$ cat config.mk
export PLATFORM = sky130hd
export DESIGN_NAME = integer_to_ascii_converter
export DESIGN_NICKNAME = d
export VERILOG_FILES = /design/src/rtl/core/itoa_pkg.sv /design/src/rtl/core/itoa_dabble.sv /design/src/rtl/core/itoa_serializer.sv /design/src/rtl/core/integer_to_ascii_converter.sv
export VERILOG_INCLUDE_DIRS = /design/src /design/src/rtl/core
export SDC_FILE = /design/constraint.sdc
export NUM_CORES = 1
export LEC_CHECK = 0
export ABC_AREA = 1
export BUFFER_PORTS_ARGS = -buffer_cell sky130_fd_sc_hd__buf_2
export CELL_PAD_IN_SITES_DETAIL_PLACEMENT = 0
export CELL_PAD_IN_SITES_GLOBAL_PLACEMENT = 1
export CORE_MARGIN = 2
export CORE_UTILIZATION = 40
export DETAILED_ROUTE_END_ITERATION = 16
export GPL_ROUTABILITY_DRIVEN = 0
export PLACE_DENSITY = 0.83
export SYNTH_ARGS = -nofsm -noshare
export SYNTH_HDL_FRONTEND = slang
export SYNTH_SLANG_ARGS = --single-unit
$ cat constraint.sdc
create_clock -name clk -period 3 [get_ports clk]
set_clock_uncertainty 0.15 [all_clocks]
set_input_delay 0.6 -clock clk [delete_from_list [all_inputs] [get_ports clk]]
set_output_delay 0.6 -clock clk [all_outputs]
set_load 0.01 [all_outputs]
$ cat src/rtl/core/integer_to_ascii_converter_assert.svh
// ---------------------------------------------------------------------------
// Assertion macros for the integer to ASCII converter
// Each macro expands to one labeled concurrent assertion, sampled on clk
// and disabled while arst_n is low.
// ---------------------------------------------------------------------------
`ifndef INTEGER_TO_ASCII_CONVERTER_ASSERT_SVH
`define INTEGER_TO_ASCII_CONVERTER_ASSERT_SVH

// same-cycle implication
`define ITOA_ASSERT_SAME(label, ante, cons) \
	label: assert property (@(posedge clk) disable iff (!arst_n) (ante) |-> (cons)) \
		else $error("itoa assertion failed");

// next-cycle implication
`define ITOA_ASSERT_NEXT(label, ante, cons) \
	label: assert property (@(posedge clk) disable iff (!arst_n) (ante) |=> (cons)) \
		else $error("itoa assertion failed");

`endif

$ cat src/rtl/core/itoa_pkg.sv
`timescale 1ns / 1ps
// ---------------------------------------------------------------------------
// itoa_pkg
// Shared widths, operation codes, character codes and the load word passed
// from the converter control to the character serializer.
// ---------------------------------------------------------------------------
package itoa_pkg;

	// operand widths
	localparam int INT_WIDTH = 32;
	localparam int PTR_WIDTH = 64;

	function automatic int imax(input int a, input int b);
		return (a > b) ? a : b;
	endfunction

	// digit counts per format (1233/4096 approximates log10(2))
	localparam int DEC_DIGITS  = ((INT_WIDTH * 1233) >> 12) + 1;
	localparam int OCT_DIGITS  = (INT_WIDTH + 2) / 3;
	localparam int HEX_DIGITS  = (INT_WIDTH + 3) / 4;
	localparam int PHEX_DIGITS = (PTR_WIDTH + 3) / 4;

	localparam int BCD_W = 4 * DEC_DIGITS;
	localparam int DIG_W = imax(imax(BCD_W, 3 * OCT_DIGITS),
		imax(4 * HEX_DIGITS, 4 * PHEX_DIGITS));
	localparam int MAX_DIGITS = imax(imax(DEC_DIGITS, OCT_DIGITS),
		imax(HEX_DIGITS, PHEX_DIGITS));
	localparam int CNT_W = $clog2(MAX_DIGITS + 1);

	// operation codes
	typedef enum logic [2:0] {
		OP_SDEC = 3'd0,
		OP_UDEC = 3'd1,
		OP_OCT  = 3'd2,
		OP_HEX  = 3'd3,
		OP_PTR  = 3'd4
	} op_t;

	// character codes
	localparam logic [7:0] CH_ZERO  = 8'h30;
	localparam logic [7:0] CH_MINUS = 8'h2d;
	localparam logic [7:0] CH_X     = 8'h78;
	localparam logic [7:0] CH_UA    = 8'h41;
	localparam logic [7:0] CH_LA    = 8'h61;

	// one hex digit to its ASCII code
	function automatic logic [7:0] digit_char(input logic [3:0] d, input logic lower);
		logic [7:0] base;
		begin
			base = lower ? CH_LA : CH_UA;
			if (d < 4'd10)
				digit_char = CH_ZERO + {4'd0, d};
			else
				digit_char = base + {4'd0, d} - 8'd10;
		end
	endfunction

	// load word for the serializer
	typedef struct packed {
		logic             go;
		logic [DIG_W-1:0] dig;
		logic [CNT_W-1:0] count;
		logic             oct;
		logic             lower;
		logic             pre_minus;
		logic             pre_0x;
	} load_t;

endpackage

$ cat src/rtl/core/itoa_dabble.sv
`timescale 1ns / 1ps
// ---------------------------------------------------------------------------
// itoa_dabble
// Binary to BCD converter, shift-and-add-3, one input bit per cycle.
// ---------------------------------------------------------------------------
module itoa_dabble (
	input  logic                            clk,
	input  logic                            arst_n,
	input  logic                            start,
	input  logic [itoa_pkg::INT_WIDTH-1:0]  bin,
	output logic                            busy,
	output logic                            done,
	output logic [itoa_pkg::BCD_W-1:0]      bcd
);

	localparam int SH_W  = itoa_pkg::BCD_W + itoa_pkg::INT_WIDTH;
	localparam int CTR_W = $clog2(itoa_pkg::INT_WIDTH + 1);

	logic [SH_W-1:0]            sh_q;
	logic [SH_W-1:0]            sh_next;
	logic [itoa_pkg::BCD_W-1:0] adj;
	logic [CTR_W-1:0]           cnt_q;
	logic                       busy_q;
	logic                       done_q;

	// add 3 to every BCD digit of 5 or more, then shift one bit in
	always_comb begin
		adj = sh_q[SH_W-1 -: itoa_pkg::BCD_W];
		for (int i = 0; i < itoa_pkg::DEC_DIGITS; i++) begin
			if (adj[4*i +: 4] >= 4'd5)
				adj[4*i +: 4] = adj[4*i +: 4] + 4'd3;
		end
		sh_next = {adj, sh_q[itoa_pkg::INT_WIDTH-1:0]} << 1;
	end

	// shift register
	always_ff @(posedge clk) begin
		if (start)
			sh_q <= {{itoa_pkg::BCD_W{1'b0}}, bin};
		else if (busy_q)
			sh_q <= sh_next;
	end

	// bit counter
	always_ff @(posedge clk or negedge arst_n) begin
		if (!arst_n) begin
			busy_q <= 1'b0;
			done_q <= 1'b0;
			cnt_q  <= '0;
		end else begin
			done_q <= 1'b0;
			if (start) begin
				busy_q <= 1'b1;
				cnt_q  <= CTR_W'(itoa_pkg::INT_WIDTH);
			end else if (busy_q) begin
				cnt_q <= cnt_q - 1'b1;
				if (cnt_q == CTR_W'(1)) begin
					busy_q <= 1'b0;
					done_q <= 1'b1;
				end
			end
		end
	end

	assign busy = busy_q;
	assign done = done_q;
	assign bcd  = sh_q[SH_W-1 -: itoa_pkg::BCD_W];

endmodule

$ cat src/rtl/core/itoa_serializer.sv
`timescale 1ns / 1ps
// ---------------------------------------------------------------------------
// itoa_serializer
// Shifts digits out of a top-aligned register, 3 or 4 bits per cycle if not
// stalled, drops leading zeros, adds prefixes and holds one output word.
// ---------------------------------------------------------------------------
module itoa_serializer (
	input  logic            clk,
	input  logic            arst_n,
	input  itoa_pkg::load_t load,
	output logic            busy,
	output logic            text_valid,
	input  logic            text_ready,
	output logic [7:0]      character,
	output logic            last
);

	typedef enum logic [1:0] {
		S_IDLE,
		S_PRE0,
		S_PRE1,
		S_DIG
	} ser_state_t;

	ser_state_t                   state_q;
	logic [itoa_pkg::DIG_W-1:0]   dig_q;
	logic [itoa_pkg::DIG_W-1:0]   dig_next;
	logic [itoa_pkg::CNT_W-1:0]   rem_q;
	logic                         oct_q;
	logic                         lower_q;
	logic                         pre_0x_q;
	logic                         started_q;
	logic                         valid_q;
	logic [7:0]                   char_q;
	logic                         last_q;
	logic [3:0]                   digit;
	logic                         skip;
	logic                         take;
	logic                         emit;

	// current digit and shift
	always_comb begin
		digit    = oct_q ? {1'b0, dig_q[itoa_pkg::DIG_W-1 -: 3]}
			: dig_q[itoa_pkg::DIG_W-1 -: 4];
		dig_next = oct_q ? (dig_q << 3) : (dig_q << 4);
		skip     = (state_q == S_DIG) && !started_q && (digit == 4'd0)
			&& (rem_q > itoa_pkg::CNT_W'(1));
		take     = !valid_q || text_ready;
		// a new character goes into the output register this cycle
		emit     = take && ((state_q == S_PRE0) || (state_q == S_PRE1)
			|| ((state_q == S_DIG) && !skip));
	end

	// sequencer and output word
	always_ff @(posedge clk or negedge arst_n) begin
		if (!arst_n) begin
			state_q   <= S_IDLE;
			dig_q     <= '0;
			rem_q     <= '0;
			oct_q     <= 1'b0;
			lower_q   <= 1'b0;
			pre_0x_q  <= 1'b0;
			started_q <= 1'b0;
			valid_q   <= 1'b0;
			char_q    <= '0;
			last_q    <= 1'b0;
		end else begin
			if (emit)
				valid_q <= 1'b1;
			else if (text_ready)
				valid_q <= 1'b0;
			case (state_q)
				S_IDLE: begin
					if (load.go) begin
						dig_q     <= load.dig;
						rem_q     <= load.count;
						oct_q     <= load.oct;
						lower_q   <= load.lower;
						pre_0x_q  <= load.pre_0x;
						started_q <= 1'b0;
						state_q   <= (load.pre_minus || load.pre_0x) ? S_PRE0 : S_DIG;
					end
				end
				S_PRE0: begin
					if (take) begin
						char_q  <= pre_0x_q ? itoa_pkg::CH_ZERO : itoa_pkg::CH_MINUS;
						last_q  <= 1'b0;
						state_q <= pre_0x_q ? S_PRE1 : S_DIG;
					end
				end
				S_PRE1: begin
					if (take) begin
						char_q  <= itoa_pkg::CH_X;
						last_q  <= 1'b0;
						state_q <= S_DIG;
					end
				end
				S_DIG: begin
					if (skip) begin
						dig_q <= dig_next;
						rem_q <= rem_q - 1'b1;
					end else if (take) begin
						char_q    <= itoa_pkg::digit_char(digit, lower_q);
						last_q    <= (rem_q == itoa_pkg::CNT_W'(1));
						dig_q     <= dig_next;
						rem_q     <= rem_q - 1'b1;
						started_q <= 1'b1;
						if (rem_q == itoa_pkg::CNT_W'(1))
							state_q <= S_IDLE;
					end
				end
				default: state_q <= S_IDLE;
			endcase
		end
	end

	assign busy       = (state_q != S_IDLE);
	assign text_valid = valid_q;
	assign character  = char_q;
	assign last       = last_q;

endmodule

$ cat src/rtl/core/integer_to_ascii_converter.sv
`timescale 1ns / 1ps
// Sequence: octal, hex and pointer words load the serializer on accept;
//   decimal words first pass the bit-serial BCD conversion; each skipped
//   leading zero delays the first digit.
// Flow: each digit position, leading zeros included, and each prefix
//   character takes a serializer step, as do load and return to idle;
//   text stalls add. A new word is accepted only once the block is idle.
// Reset: arst_n clears all control state; the block comes up idle.
// ---------------------------------------------------------------------------
// integer_to_ascii_converter
// Converts one integer per word to ASCII text in signed/unsigned decimal,
// octal, uppercase hex or 0x-prefixed lowercase pointer hex.
// ---------------------------------------------------------------------------
`include "integer_to_ascii_converter_assert.svh"

module integer_to_ascii_converter (
	input  logic        clk,
	input  logic        arst_n,
	input  logic        item_valid,
	output logic        item_ready,
	input  logic [2:0]  operation,
	input  logic [63:0] value,
	output logic        text_valid,
	input  logic        text_ready,
	output logic [7:0]  character,
	output logic        last
);

	typedef enum logic [1:0] {
		ST_IDLE,
		ST_CONV,
		ST_EMIT
	} ctl_state_t;

	ctl_state_t                     state_q;
	logic                           neg_q;
	logic                           accept;
	logic                           op_ok;
	logic                           op_dec;
	logic [itoa_pkg::INT_WIDTH-1:0] mag;
	logic [itoa_pkg::INT_WIDTH-1:0] absval;
	logic                           neg;
	logic                           dab_busy;
	logic                           dab_done;
	logic [itoa_pkg::BCD_W-1:0]     bcd;
	logic                           ser_busy;
	itoa_pkg::load_t                ld;

	// operand decode
	always_comb begin
		accept = item_valid && item_ready;
		op_ok  = operation inside {itoa_pkg::OP_SDEC, itoa_pkg::OP_UDEC,
			itoa_pkg::OP_OCT, itoa_pkg::OP_HEX, itoa_pkg::OP_PTR};
		op_dec = operation inside {itoa_pkg::OP_SDEC, itoa_pkg::OP_UDEC};
		mag    = value[itoa_pkg::INT_WIDTH-1:0];
		neg    = (operation == itoa_pkg::OP_SDEC) && mag[itoa_pkg::INT_WIDTH-1];
		absval = neg ? (~mag + 1'b1) : mag;
	end

	// serializer load word
	always_comb begin
		ld           = '0;
		ld.pre_minus = neg_q;
		ld.dig       = itoa_pkg::DIG_W'(bcd) << (itoa_pkg::DIG_W - itoa_pkg::BCD_W);
		ld.count     = itoa_pkg::CNT_W'(itoa_pkg::DEC_DIGITS);
		if (state_q == ST_CONV) begin
			ld.go = dab_done;
		end else begin
			ld.pre_minus = 1'b0;
			case (operation)
				itoa_pkg::OP_OCT: begin
					ld.go    = accept;
					ld.oct   = 1'b1;
					ld.dig   = itoa_pkg::DIG_W'(mag)
						<< (itoa_pkg::DIG_W - 3 * itoa_pkg::OCT_DIGITS);
					ld.count = itoa_pkg::CNT_W'(itoa_pkg::OCT_DIGITS);
				end
				itoa_pkg::OP_HEX: begin
					ld.go    = accept;
					ld.dig   = itoa_pkg::DIG_W'(mag)
						<< (itoa_pkg::DIG_W - 4 * itoa_pkg::HEX_DIGITS);
					ld.count = itoa_pkg::CNT_W'(itoa_pkg::HEX_DIGITS);
				end
				itoa_pkg::OP_PTR: begin
					ld.go     = accept;
					ld.lower  = 1'b1;
					ld.pre_0x = 1'b1;
					ld.dig    = itoa_pkg::DIG_W'(value[itoa_pkg::PTR_WIDTH-1:0])
						<< (itoa_pkg::DIG_W - 4 * itoa_pkg::PHEX_DIGITS);
					ld.count  = itoa_pkg::CNT_W'(itoa_pkg::PHEX_DIGITS);
				end
				default: ld.go = 1'b0;
			endcase
		end
	end

	// control sequencer
	always_ff @(posedge clk or negedge arst_n) begin
		if (!arst_n) begin
			state_q <= ST_IDLE;
			neg_q   <= 1'b0;
		end else begin
			case (state_q)
				ST_IDLE: begin
					if (accept && op_ok) begin
						neg_q   <= neg;
						state_q <= op_dec ? ST_CONV : ST_EMIT;
					end
				end
				ST_CONV: begin
					if (dab_done)
						state_q <= ST_EMIT;
				end
				ST_EMIT: begin
					if (!ser_busy)
						state_q <= ST_IDLE;
				end
				default: state_q <= ST_IDLE;
			endcase
		end
	end

	assign item_ready = (state_q == ST_IDLE);

	itoa_dabble u_dabble (
		.clk    (clk),
		.arst_n (arst_n),
		.start  (accept && op_dec),
		.bin    (absval),
		.busy   (dab_busy),
		.done   (dab_done),
		.bcd    (bcd)
	);

	itoa_serializer u_serializer (
		.clk        (clk),
		.arst_n     (arst_n),
		.load       (ld),
		.busy       (ser_busy),
		.text_valid (text_valid),
		.text_ready (text_ready),
		.character  (character),
		.last       (last)
	);

	// checks
	`ITOA_ASSERT_SAME(a_dabble_in_conv, dab_busy, state_q == ST_CONV)
	`ITOA_ASSERT_SAME(a_ser_in_emit, ser_busy, state_q == ST_EMIT)
	`ITOA_ASSERT_SAME(a_no_accept_busy, accept, !ser_busy && !dab_busy)
	`ITOA_ASSERT_NEXT(a_conv_done_loads, dab_done, ser_busy && state_q == ST_EMIT)

endmodule
==> flow_summary.ini, run 1 <==
[yosys]
synthXorXnorAreaFrac = 0.0156
synth_simple_gate_area_frac = 0.236
ys_seq_area_frac = 0.385
avgSynthCellArea_sq_um = 6.79
synth_top_family_by_area = simple AND/OR/NAND/NOR gates
ys_ff_latch = 166
ys.flop_type = dfrtp_1
synth_compound_area_frac = 0.225
synth-warning-count = 0
syn_inst = 1573
ys_types = 38
synth_nets = 1676
synth_adder_area_share = 0.0375
synth-edff-count = 32
synthMuxAreaShare = 0
netlist_area_sq_um = 10700
async_flop_share = 0.566

[placed_design]
dp_hpwl_mm = 24.6
io_buffers = 80
placed_area_sq_um = 11500

[route]
ant_nets = 0
wl_mm = 34.1
drtPass1Iterations = 5
wire_per_inst_um = 17.3
drtIter0Drc = 971
drc_errors = 0
dr_total_vias = 10529
viasPerCell = 5.34

[clocking]
cts.path.max_buffers = 2
ctsResizeCount = 0
path_clk_slew_ns = 0.07
holdBufCountCts = 1
cts_sinks = 166
cts_tree = built
numCtsBuffers = 17
clk-insertion-delay-late_ns = 0.43
post_cts_buffers = 0
htree_levels = 4
cts.root.buffer_cell = clkbuf_16

[global_routing]
track_usage = 0.245
grt_pass1_wl_mm = 54.0
grt-ovfl-total = 0
grt_max_degree = 83
first_global_vias = 9877
antenna_found_initial = 0

[layout]
drive_above_1_share = 0.0923
fin_nets = 1726
antenna_cells = 0
post-route-cell-area_sq_um = 12100
layout_common_cells = nand2_1, o21ai_0, inv_1
syn2layout_area_growth_pct = 12.9
fin_util = 0.461
final_common_cell = nand2_1

[floorplan]
num_rows = 59
die_area_sq_um = 28000
io-pin-count = 82
fp.dieH_um = 167
core-area_sq_um = 26100
initial_core_util = 0.409
die_w_um = 167

[critical_path]
critPathRequiredTime_ns = 3.22
crit_path_max_fanout = 82
critPathKind = reg2reg
r2r-end = u_serializer.dig_q[31]
end_kind = register
rrSetupSlack_ns = 0.36
arrival_ns = 2.85
r2r_cells = 11
start_kind = register
r2r-start = u_serializer.oct_q

[power]
vdd_ir_drop_max_uv = 611
p_per_area_nw_per_um2 = 1040
finalPower_mw = 12.5
p_leak_nw = 5.76

[sta]
rsz0062_at_grt = no
max_freq_mhz = 379
fin_crit_sh = 0.879
period_needed_ns = 2.64
slew-limit-headroom = 0.503
drv_slew = 0
hold_violations = 0
whs_ns = 0.315
fin_setup_tns_ns = 0
worst_pin_slew_ns = 0.746
setup_viol = 0

[min_path]
hold_end = state_q[1]
hp-class = reg2reg
min_delay_path_depth = 1
hold_path_startpoint = state_q[0]

[status]
status = finished, final reports clean

[job]
max_cap_violations = 0
-- critical path, stage by stage, from the launching register on --
cell and delay, ns:
dfrtp_2 0.43, o21ai_0 0.40, ha_1 0.24, inv_1 0.05, nor2_1 0.08, nand4_1 0.11, nor2_2 0.19, nor2_1 0.10
nor2_4 0.14, buf_12 0.29, o21ai_0 0.22, nand2_1 0.09
-- cells by family after synthesis --
logic type,after synthesis
buf+inv,276
other cells,1
fa+ha+maj,32
compound gates,445
flops,166
simple gates,634
xor+xnor,19
-- per-layer routing --
layer / vias to the layer above / wire [um] / GRT usage
met3: 36 / 2280 / 0.0303
li1: 5274 / - / -
met4: 0 / 875 / 0.0858
met2: 356 / 15100 / 0.380
met5: - / 0 / 0
met1: 4863 / 15900 / 0.355
-- report_power, final --
group / switching (mW) / internal, mW
logic: 4.20 / 2.05
registers: 0.588 / 3.46
clock network: 0.972 / 1.23
total: 5.76 / 6.74
-- cell usage after synthesis (2+ instances only) --
master	n	share of area
buf_1	11	0.0039
dfxtp_1	40	0.075
clkbuf_1	53	0.019
clkinv_1	2	0.00070
xor2_1	17	0.014
o22ai_1	16	0.0094
o211ai_1	14	0.0098
nor4_1	2	0.0012
o21ai_1	52	0.024
nor3_1	4	0.0019
buf_2	10	0.0047
o32ai_1	10	0.0082
a22oi_1	2	0.0014
ha_1	32	0.037
nand3_1	75	0.035
edfxtp_1	32	0.090
o21ai_0	201	0.094
a31oi_1	2	0.0012
nand2_1	436	0.15
o31ai_1	8	0.0056
inv_2	2	0.00070
nand4_1	7	0.0041
a21oi_1	126	0.059
nor2_1	106	0.037
buf_4	6	0.0042
a32oi_1	11	0.0090
inv_1	191	0.067
dfrtp_1	94	0.22
xnor2_1	2	0.0016
-- cell type report --
type | count | area (sq um)
inverters | 195 | 732
multi-input cells | 1131 | 5500
fillers | 2752 | 14100
flip-flops and latches | 166 | 4120
well taps | 335 | 419
repair buffers | 112 | 708
clock buffers | 17 | 425
clock inverters | 15 | 153
-- state kept, by name, summed over array words and instances (netlist names) --
name	count
u_serializer.state_q	2
u_serializer.dig_q	64
u_dabble.busy	1
u_serializer.oct_q	1
state_q	2
u_serializer.last	1
u_serializer.pre_0x_q	1
u_dabble.sh_q	72
u_serializer.text_valid	1
u_serializer.started_q	1
u_serializer.rem_q	5
u_dabble.done	1
neg_q	1
u_dabble.cnt_q	6
u_serializer.character	7
-- how the worst max path moves through the flow --
stage,depth (start not counted),end,slack [ns],startpoint
after floorplan,6,u_dabble.sh_q[0],0.28,operation[2]
after global placement,10,u_serializer.dig_q[31],0.48,u_serializer.oct_q
after detailed placement,11,u_dabble.sh_q[18],0.45,operation[2]
after CTS,10,u_serializer.dig_q[31],0.43,u_serializer.oct_q
after global routing,11,u_serializer.dig_q[11],0.18,u_serializer.oct_q
final,11,u_serializer.dig_q[31],0.36,u_serializer.oct_q
-- metrics by stage --
step                      instances  setup WS, ns
after floorplan                1573         0.283
after global placement         1938         0.479
final                          1971         0.363
after CTS                      1971         0.435
after global routing           1971         0.177
after detailed placement       1938         0.454
Power figures use the tool's default switching activity.
==> run 2: changes to the inputs <==
- ABC_AREA: 1 -> default
- PLACE_DENSITY: 0.83 -> 0.78
- clock period: 3 -> 3.1 ns (I/O delays scaled with it)
==> run 2 against run 1 <==
Effect of this change: total power is 1.6% lower; sequential share of layout area is 0.18 points higher; maximum frequency is 0.37% higher; cell area is 0.49% lower; first-iteration DRC count is 34% lower.
==> flow_summary.ini, run 2 <==
[yosys]
synth_commonest_cells = nor2_1, dfrtp_1, mux2_2, nand2_1, clkbuf_1
synthMostInstantiatedCell = nor2_1
async_flop_share = 0.566
ys.flop_type = dfrtp_1
synth_nets = 1190
synth_top_area_cell = dfrtp_1
ys_top_cells_by_area = dfrtp_1, edfxtp_1, mux2_2
netlist_area_sq_um = 10600
synth-warning-count = 0
syn_inst = 1087
avgSynthCellArea_sq_um = 9.71
synth-edff-count = 32
ys_seq_area_frac = 0.390
synth_top_cell_area_share = 0.223
ys_ff_latch = 166
ys_types = 64

[layout]
final_common_cell = nor2_1
largest_reg_flops = 72
layout_common_cells = nor2_1, dfrtp_1, mux2_2, buf_2, nand2_1
antenna_cells = 0
syn2layout_area_growth_pct = 13.6
fillers = 2515
fin_nets = 1241
largest-register = u_dabble.sh_q
drive_above_1_share = 0.207

[critical_path]
end_kind = register
r2r_cells = 9
crit_buf_inv = 1
path_cells = nor2b_1 -> a21oi_1 -> ha_1 -> nand4bb_1 -> a211oi_1 -> or3_1 -> nand2_2 -> buf_12 -> mux2_2
crit_path_max_fanout = 51
crit_slowest_cell = dfrtp_1
start_kind = register
critPathKind = reg2reg
arrival_ns = 2.80
cp_top_family = simple AND/OR/NAND/NOR gates
worstSetupPathDepth = 9
slowest_delay_ns = 0.48
critPathRequiredTime_ns = 3.27

[power]
p_leak_nw = 5.17
p_per_area_nw_per_um2 = 1030
vdd_ir_drop_max_uv = 735
finalPower_mw = 12.3

[clocking]
path_clk_slew_ns = 0.07
cts.root.buffer_cell = clkbuf_16
numCtsBuffers = 17
cts_sinks = 166
clk-insertion-delay-late_ns = 0.44
htree_levels = 4
cts.path.max_buffers = 2
post_cts_buffers = 0
cts_tree = built

[floorplan]
core-area_sq_um = 26000
io-pin-count = 82
initial_core_util = 0.406
die_w_um = 166
fp.dieH_um = 166
die_area_sq_um = 27700
num_rows = 59

[min_path]
min_delay_path_depth = 1
hp-class = reg2reg

[global_routing]
grt_max_degree = 69
track_usage = 0.205
antenna_found_initial = 0
first_global_vias = 8217
grt_pass1_wl_mm = 45.7
grt-ovfl-total = 0

[route]
dr_total_vias = 8577
wire_per_inst_um = 19.1
ant_nets = 0
drtIter0Drc = 638
drc_errors = 0
drtPass1Iterations = 5
viasPerCell = 5.77
wl_mm = 28.4

[sta]
setup_viol = 0
worst_pin_slew_ns = 0.953
fin_crit_sh = 0.848
drv_slew = 0
fin_setup_tns_ns = 0
slew-limit-headroom = 0.365
hold_violations = 0
max_freq_mhz = 381
rsz0062_at_grt = no
period_needed_ns = 2.63

[job]
max_cap_violations = 0

[status]
status = finished, final reports clean

[placed_design]
dp_hpwl_mm = 19.9
io_buffers = 80
run 2: cell count changes after synthesis, moves of 36 or more:
cell / previous run / this run
xnor2_1: 2 / 38
mux2_1: 0 / 48
mux2_2: 0 / 79
a21oi_1: 126 / 49
nand2_1: 436 / 66
inv_1: 191 / 42
nand3_1: 75 / 12
o21ai_0: 201 / 41
mux2i_1: 0 / 55
run 2: cell type report:
cell class,count,area (sq um),share of cell area
multi-input cells,796,5970,0.498
clock inverters,15,168,0.0140
clock buffers,17,425,0.0355
repair buffers,114,736,0.0613
flip-flops and latches,166,4120,0.343
inverters,43,161,0.0135
well taps,335,419,0.0350
run 2: metal layers:
layer / track usage / wire length [um] / up-vias
met1: 0.284 / 13000 / 4234
met3: 0.0247 / 1140 / 38
met2: 0.331 / 13500 / 215
met4: 0.0735 / 666 / 0
met5: 0 / 0 / -
li1: - / - / 4090
run 2: kinds of logic (layout without fill, tap and decap cells):
group | count (synthesis) | after routing | share of synthesized area
multiplexers | 182 | 182 | 0.188
buffers and inverters | 125 | 189 | 0.0474
adder cells (fa/ha/maj) | 32 | 32 | 0.0379
AND/OR/NAND/NOR | 257 | 257 | 0.116
flip-flops | 166 | 166 | 0.390
other | 1 | 1 | 0.000355
XOR/XNOR | 45 | 45 | 0.0373
AO/OA/AOI/OAI | 279 | 279 | 0.183
run 2: through the flow:
step,setup WS (ns),utilization,std cells,area (sq um),hold WS [ns]
2_1_floorplan,0.129,-,1087,10600,0.174
3_3_place_gp,0.395,0.438,1453,11400,0.315
3_5_place_dp,0.357,0.438,1453,11400,0.315
4_1_cts,0.475,0.462,1486,12000,0.331
5_1_grt,0.285,0.462,1486,12000,0.361
6_report,0.472,0.462,1486,12000,0.327
run 2: path summary, 6_finish.rpt:
check / startpoint / end / slack (ns)
min: u_serializer.character[5] / u_serializer.character[5] / 0.33
max: u_serializer.dig_q[61] / u_serializer.dig_q[45] / 0.47
min reg2reg: u_serializer.character[5] / u_serializer.character[5] / 0.33
max in group asynchronous: arst_n / u_serializer.oct_q / 1.70
max reg2reg: u_serializer.dig_q[61] / u_serializer.dig_q[45] / 0.47
min in group asynchronous: arst_n / u_dabble.cnt_q[2] / 0.42
run 2: repair_timing:
item,in CTS,in global routing
hold buffers,1,0
endpoints found under the hold margin,10,0
resized for setup,0,0
run 2: where the power goes:
part	leakage [nW]	switching (mW)	internal, mW
registers	1.88	0.922	3.36
clock network	0.283	0.989	1.21
logic	3.00	3.00	2.82
total	5.17	4.91	7.39
